$ cat src/rtl/core/sbi_pkg.sv
// shared constants, widths, stage numbers and types of the band-pass integrator
// no dependencies
package sbi_pkg;

	localparam int MAX_BINS  = 4096;
	localparam int BIN_W     = 12;
	localparam int CFG_BIN_W = 13;
	localparam int SMP_W     = 16;
	localparam int MAG_W     = 16;
	localparam int W_W       = 32;
	localparam int A_W       = MAG_W + W_W;
	localparam int P_W       = 2 * W_W;
	localparam int N_W       = A_W + W_W;
	localparam int D_W       = 2 * BIN_W + W_W;
	localparam int DIV_BITS  = 17;
	localparam int MAGO_W    = DIV_BITS + 1;
	localparam int IN_DATA_W = 48;
	localparam int OUT_DATA_W = 40;

	// pipeline stage numbers
	localparam int ST_FRONT = 1;
	localparam int ST_MUL   = 2;
	localparam int ST_PP    = 3;
	localparam int ST_N     = 4;
	localparam int ST_CHK   = 5;
	localparam int ST_DIV0  = 6;
	localparam int ST_RND   = ST_DIV0 + DIV_BITS;
	localparam int ST_OUT   = ST_RND + 1;

	// configuration register indexes
	localparam logic [1:0] REG_LOW_BIN   = 2'd0;
	localparam logic [1:0] REG_HIGH_BIN  = 2'd1;
	localparam logic [1:0] REG_TWICE     = 2'd2;
	localparam logic [1:0] REG_INV_OMEGA = 2'd3;

	// per-item control that travels beside the lanes
	typedef struct packed {
		logic band;
		logic neg_r;
		logic neg_i;
	} side_t;

endpackage

$ cat src/rtl/core/sbi_merge.sv
// merge stage: sign, q15 saturation, clip flag and the output register
// depends on sbi_pkg
module sbi_merge (
	input  logic                          clk,
	input  logic                          arst_n,
	input  logic                          en,
	input  logic                          in_valid,
	input  sbi_pkg::side_t                side,
	input  logic [sbi_pkg::MAGO_W-1:0]    mag_r,
	input  logic [sbi_pkg::MAGO_W-1:0]    mag_i,
	output logic                          out_valid,
	output logic [sbi_pkg::OUT_DATA_W-1:0] out_data
);

	logic [sbi_pkg::SMP_W-1:0] re_v, im_v;
	logic                      clip_r, clip_i;
	logic                      vld_q;
	logic [sbi_pkg::SMP_W-1:0] re_q, im_q;
	logic                      clip_q;

	function automatic logic [sbi_pkg::SMP_W:0] sat_q15(
		input logic [sbi_pkg::MAGO_W-1:0] m,
		input logic                       neg
	);
		logic [sbi_pkg::SMP_W-1:0] v;
		logic                      c;
		c = 1'b0;
		if (neg && m != '0) begin
			if (m > sbi_pkg::MAGO_W'(32768)) begin
				c = 1'b1;
				v = 16'h8000;
			end else begin
				v = sbi_pkg::SMP_W'(~m + 1'b1);
			end
		end else begin
			if (m > sbi_pkg::MAGO_W'(32767)) begin
				c = 1'b1;
				v = 16'h7fff;
			end else begin
				v = sbi_pkg::SMP_W'(m);
			end
		end
		return {c, v};
	endfunction

	always_comb begin
		{clip_r, re_v} = sat_q15(mag_r, side.neg_r);
		{clip_i, im_v} = sat_q15(mag_i, side.neg_i);
	end

	always_ff @(posedge clk or negedge arst_n) begin
		if (!arst_n) begin
			vld_q <= 1'b0;
		end else if (en) begin
			vld_q <= in_valid;
		end
	end

	// out-of-band bins leave as zero with no clip
	always_ff @(posedge clk) begin
		if (en) begin
			re_q   <= side.band ? re_v : '0;
			im_q   <= side.band ? im_v : '0;
			clip_q <= side.band && (clip_r || clip_i);
		end
	end

	assign out_valid = vld_q;
	assign out_data  = {7'd0, clip_q, im_q, re_q};

endmodule
$ cat config.mk
export PLATFORM = sky130hd
export DESIGN_NAME = sbi_merge
export DESIGN_NICKNAME = d
export VERILOG_FILES = /design/src/rtl/core/sbi_pkg.sv /design/src/rtl/core/sbi_merge.sv
export SDC_FILE = /design/constraint.sdc
export NUM_CORES = 1
export LEC_CHECK = 0
export ABC_AREA = 0
export BUFFER_PORTS_ARGS = -buffer_cell sky130_fd_sc_hd__buf_2
export CAP_MARGIN = 0
export CORE_MARGIN = 1
export CORE_UTILIZATION = 35
export DETAILED_ROUTE_END_ITERATION = 8
export GPL_TIMING_DRIVEN = 0
export PLACE_DENSITY = 0.57
export SLEW_MARGIN = 20
export SYNTH_ARGS = -nofsm -noshare
export SYNTH_HDL_FRONTEND = slang
export SYNTH_SLANG_ARGS = --single-unit
$ cat constraint.sdc
create_clock -name clk -period 0.8 [get_ports clk]
set_input_delay 0.16 -clock clk [delete_from_list [all_inputs] [get_ports clk]]
set_output_delay 0.16 -clock clk [all_outputs]
set_load 0.03 [all_outputs]
-- Yosys cells after proc, flatten, opt, wreduce, memory -nomap -nowiden
Cells that the tools add are included.
- flip-flop bits (word level): 34
- output and inout bits: 41
- word-level logic and storage cells: 30
- input bits: 43
- mux-type cells: 12
- reduce and logical (&&, ||, !) cells: 6
- add/subtract/negate cells: 2
- $lt $le $gt $ge: 4
- bitwise logic cells: 2
- operators with widths (cell ; number):
    $mux 16 ; 6
    $gt 18x15->1 const B ; 2
    $gt 18x16->1 const B ; 2
    $reduce_bool 18->1 ; 2
    $add 16x1->16 const B ; 2
    $not 16->16 ; 2
    $mux 1 ; 6
    $logic_and 1x1->1 ; 3
    $logic_or 1x1->1 ; 1

-- Depth between registers and ports, before layout
- depth after elaboration: 5
- gate-level depth with buffers: 7

-- Least setup slack after synthesis
No wires, ideal clock.
- path type: input to register
- start point: input mag_i[1] (netlist name)
- end point: register im_q[6] (netlist name) (data pin)
- slack: -1415 ps
- data required time: 530 ps
- arrival: 1944 ps
- stages on the path: 7
- library setup time: 270 ps
- path buffers: 0
- path through: inv_1 -> ha_1 -> or4b_1 -> nor4_4 -> mux2_2 -> a211oi_1 -> o21ai_1
- word-level cells in the longest chain between the ends: 4
- RTL lines (element ; line ; RTL):
    start: declaration ; sbi_merge.sv:10 ; input logic [sbi_pkg::MAGO_W-1:0] mag_i,
    $not 16->16 ; sbi_merge.sv:33 ; v = sbi_pkg::SMP_W'(~m + 1'b1);
    $add 16x1->16 ; sbi_merge.sv:33 ;
    $mux 16 ; sbi_merge.sv:29 ; if (m > sbi_pkg::MAGO_W'(32768)) begin
    $mux 16 * ; sbi_merge.sv:28 ; if (neg && m != '0) begin
    end signal: assignment ; sbi_merge.sv:63 ; im_q <= side.band ? im_v : '0;
    end: declaration ; sbi_merge.sv:18 ; logic [sbi_pkg::SMP_W-1:0] re_q, im_q;
Mark *: on every way between the ends. The rest lies on a longest branch, timed or not.
A chain may end at the register's enable or synchronous reset.

-- Worst setup path after layout
- start point: input mag_i[3] (netlist name)
- end point: register im_q[6] (netlist name) (data pin)
Same word-level chain as after synthesis.

==> out/qor.txt <==
Most common cell in the synthesized netlist: edfxtp_1
Post-synth top flop: edfxtp_1
Psw: 1.83 mW
Tmin final: 1.92 ns
Via count of the first global-routing pass: 2537
EDFF count, synth: 33
Nets: 445
Post-synth ARST share: 2.94%
Slew Limit Fails: 0
Worst Path Buf+Inv: 2
Antenna cells: 0
Setup TNS: -35.14 ns
Setup violators final: 67
Worst reg-to-reg setup slack: 0.03 ns
Clock Latency Late Sink: 0.29 ns
Fin worst setup slack: -1.12 ns
Detail Route Antenna Nets: 0
RSZ-0062 raised after global routing: yes
Root Driver: clkbuf_8
CP Cell Sequence: buf_6 -> or4_4 -> nor4_4 -> buf_6 -> mux2_4 -> a211oi_2 -> o21ai_1
CP top delay family: simple AND/OR/NAND/NOR gates
Post-Synth Adder-Cell Area: 1.88%
Pint: 3.58 mW
DR vias/cell: 5.56
Hold path cells: 2
Buffers on Ports: 73
Critical path arrival: 1.95 ns
Rel. slew slack: 38.4%
Share of layout cells above drive strength 1: 52.4%
First-pass GRT wire length: 13.1 mm
Synth Area in XOR/XNOR: 1.04%
Initial Util: 36.6%
Synthesis warning total: 0
Fin Hold WS: 0.101 ns
End of the worst hold path: out_valid$_DFFE_PN0P_
Post-synth top area share: 39.2%
CTS tree: done
# IOs: 84
Worst-path maximum fanout: 9
Iteration-0 DRC Markers: 191
Max Cap Viol: 0
Worst Setup Path Type: in2reg
Hold wc startpoint: in_valid
Die area: 7570 sq um
Worst min-delay path category: in2reg
Failing checks: setup timing
Hold Fails Final Rpt: 0
Pleak: 1.58 nW
Htree depth: 2
Req. time, crit path: 0.83 ns
Switch share: 33.8%
CTS sink cnt: 34
Syn Area/Cell: 8.97 sq um
Vias post-DR: 2762
Final std cells w/o fill: 497
Worst-Margin Slew: 0.921 ns
Netlist cell types: 60
Area leader, netlist: edfxtp_1
Sequential fraction of the synthesis area: 40.2%
Initial antenna violation count: 0
Row Count: 30
Hpwl dp: 5.58 mm
Clock buffer count from CTS: 5
Sequential power share: 40.8%
Worst R2R Path Depth: 1
Slowest cell delay on critical path: 0.57 ns
Critical R2R Launch: out_valid$_DFFE_PN0P_
Post-synthesis mux area share: 1.68%
Largest family of logic cells by synthesized area: compound AO/OA/AOI/OAI gates
Slowest-stage cell, CP: or4_4
WL/cell: 16.7 um
FF-to-FF End: out_valid$_DFFE_PN0P_
Post-synthesis simple-gate area fraction: 22.1%
Synth cell count leaders: edfxtp_1 (33), nor2_1 (29), a21oi_1 (26)
DP Cell Count: 457
Post-synthesis compound-gate area fraction: 26.0%
Floorplan Core Area: 6910 sq um
Residual DRC count: 0
Dpl ws: -1.86 ns
Power per cell area: 1290 nW/um^2
Power Total: 5.41 mW
Total wire length: 8.31 mm
CTS Buffer Depth: 2
Clk_skew: 0 ns
Die Y: 87.0 um
Clock share of power: 26.1%
Final worst-path cycle share: 240%
CP dominant cell by count: buf_6
Peak supply drop: 619 uV
Post-Syn Instances: 282
Logic pwr share: 33.1%
Count of state elements after synthesis: 34
Synth area leaders: edfxtp_1 (39%), a21oi_1 (5.1%), nor2_1 (4.3%)
GRT Total Usage: 22.6%
Die Wd: 87.0 um
Status: finished, violations left
Grt ovf: 0
Nature of the critical path endpoint: flip-flop
Area grow syn2layout: 66.3%
Drt first pass iters: 5
Critical Path Start Type: primary input
Largest net degree at the start of global routing: 35
Clock transition at path regs: 0.07 ns
Synthesized area: 2530 sq um
Placer Congestion: 0.855
Fmax achieved: 521 MHz
flip-flops by register name, summed over array words and instances (netlist names):
| signal | flops |
|---|---|
| clip_q | 1 |
| im_q | 16 |
| out_valid | 1 |
| re_q | 16 |
layout by cell type (no fill, tap or decap), types with 3 or more instances in the layout:
master    instances
o21ai_0           9
buf_2            29
o31ai_1           6
inv_1            13
o21ai_1           3
or4_4             3
buf_6            53
nor4_1            3
a221oi_2          3
a211oi_2          3
nor3_1            6
nand4_1           4
o211ai_2          4
a21oi_2          13
conb_1            7
o31ai_4           3
clkbuf_8          7
nand2_1          15
or3_1            12
buf_8             3
a311oi_1          3
a21oi_1          11
buf_4            28
nand3_2           3
nor2_1           27
o21ai_2           3
nand3_1           4
or2_2             3
clkbuf_1          7
edfxtp_1         33
nand2_2           3
nor4_4            3
worst max-delay path by stage:
stage	from	endpoint	slack, ns	cells after the start
floorplan	mag_i[1]	im_q[3]$_SDFFCE_PN0P_	-1.31	7
global placement	mag_i[1]	im_q[3]$_SDFFCE_PN0P_	-1.88	8
detailed placement	mag_i[1]	im_q[3]$_SDFFCE_PN0P_	-1.86	8
CTS	mag_i[0]	im_q[6]$_SDFFCE_PN0P_	-1.09	9
global route	mag_i[0]	im_q[6]$_SDFFCE_PN0P_	-1.17	9
finish	mag_i[3]	im_q[6]$_SDFFCE_PN0P_	-1.12	7
through the flow:
step	instance area [sq um]	utilization [%]
after floorplan	2760	-
after global placement	3250	47.0
after detailed placement	3250	47.0
after CTS	3960	57.4
after global routing	4210	60.9
final	4210	60.9
final cells by class:
class / count / area, sq um
Tap cell: 96 / 120
Timing Repair Buffer: 107 / 978
Clock buffer: 7 / 86.3
Multi-Input combinational cell: 216 / 1790
Fill cell: 606 / 2700
Clock inverter: 1 / 5.00
Buffer: 18 / 115
Sequential cell: 34 / 1020
Inverter: 18 / 100
metal layers:
layer | GRT usage, % | routed length [um]
met5 | 0 | 0
met4 | 6.52 | 93
met3 | 3.79 | 455
met2 | 34.4 | 3810
met1 | 32.7 | 3940
timing repair:
action,CTS,global route
pin swaps,33,26
endpoints found under the hold margin,1,0
hold buffers,1,0
buffers inserted,23,11
endpoints found under the setup margin,101,68
gates resized for setup,124,45
kinds of logic after synthesis:
kind of cell,count (synthesis)
DFF,34
and+or+nand+nor,105
buffers and inverters,38
AOI/OAI and AO/OA,93
adders and majority gates,4
other,1
xor gates and xnor gates,3
muxes,4
power groups by stage:
stage | registers [mW] | clock network [mW] | logic, mW
2_1_floorplan | 2.53 | 0 | 0.543
5_1_grt | 2.23 | 1.51 | 1.90
6_report | 2.21 | 1.41 | 1.79
3_3_place_gp | 2.21 | 0 | 1.36
3_5_place_dp | 2.21 | 0 | 1.36
4_1_cts | 2.21 | 1.43 | 1.68
Power figures use the tool's default switching activity.
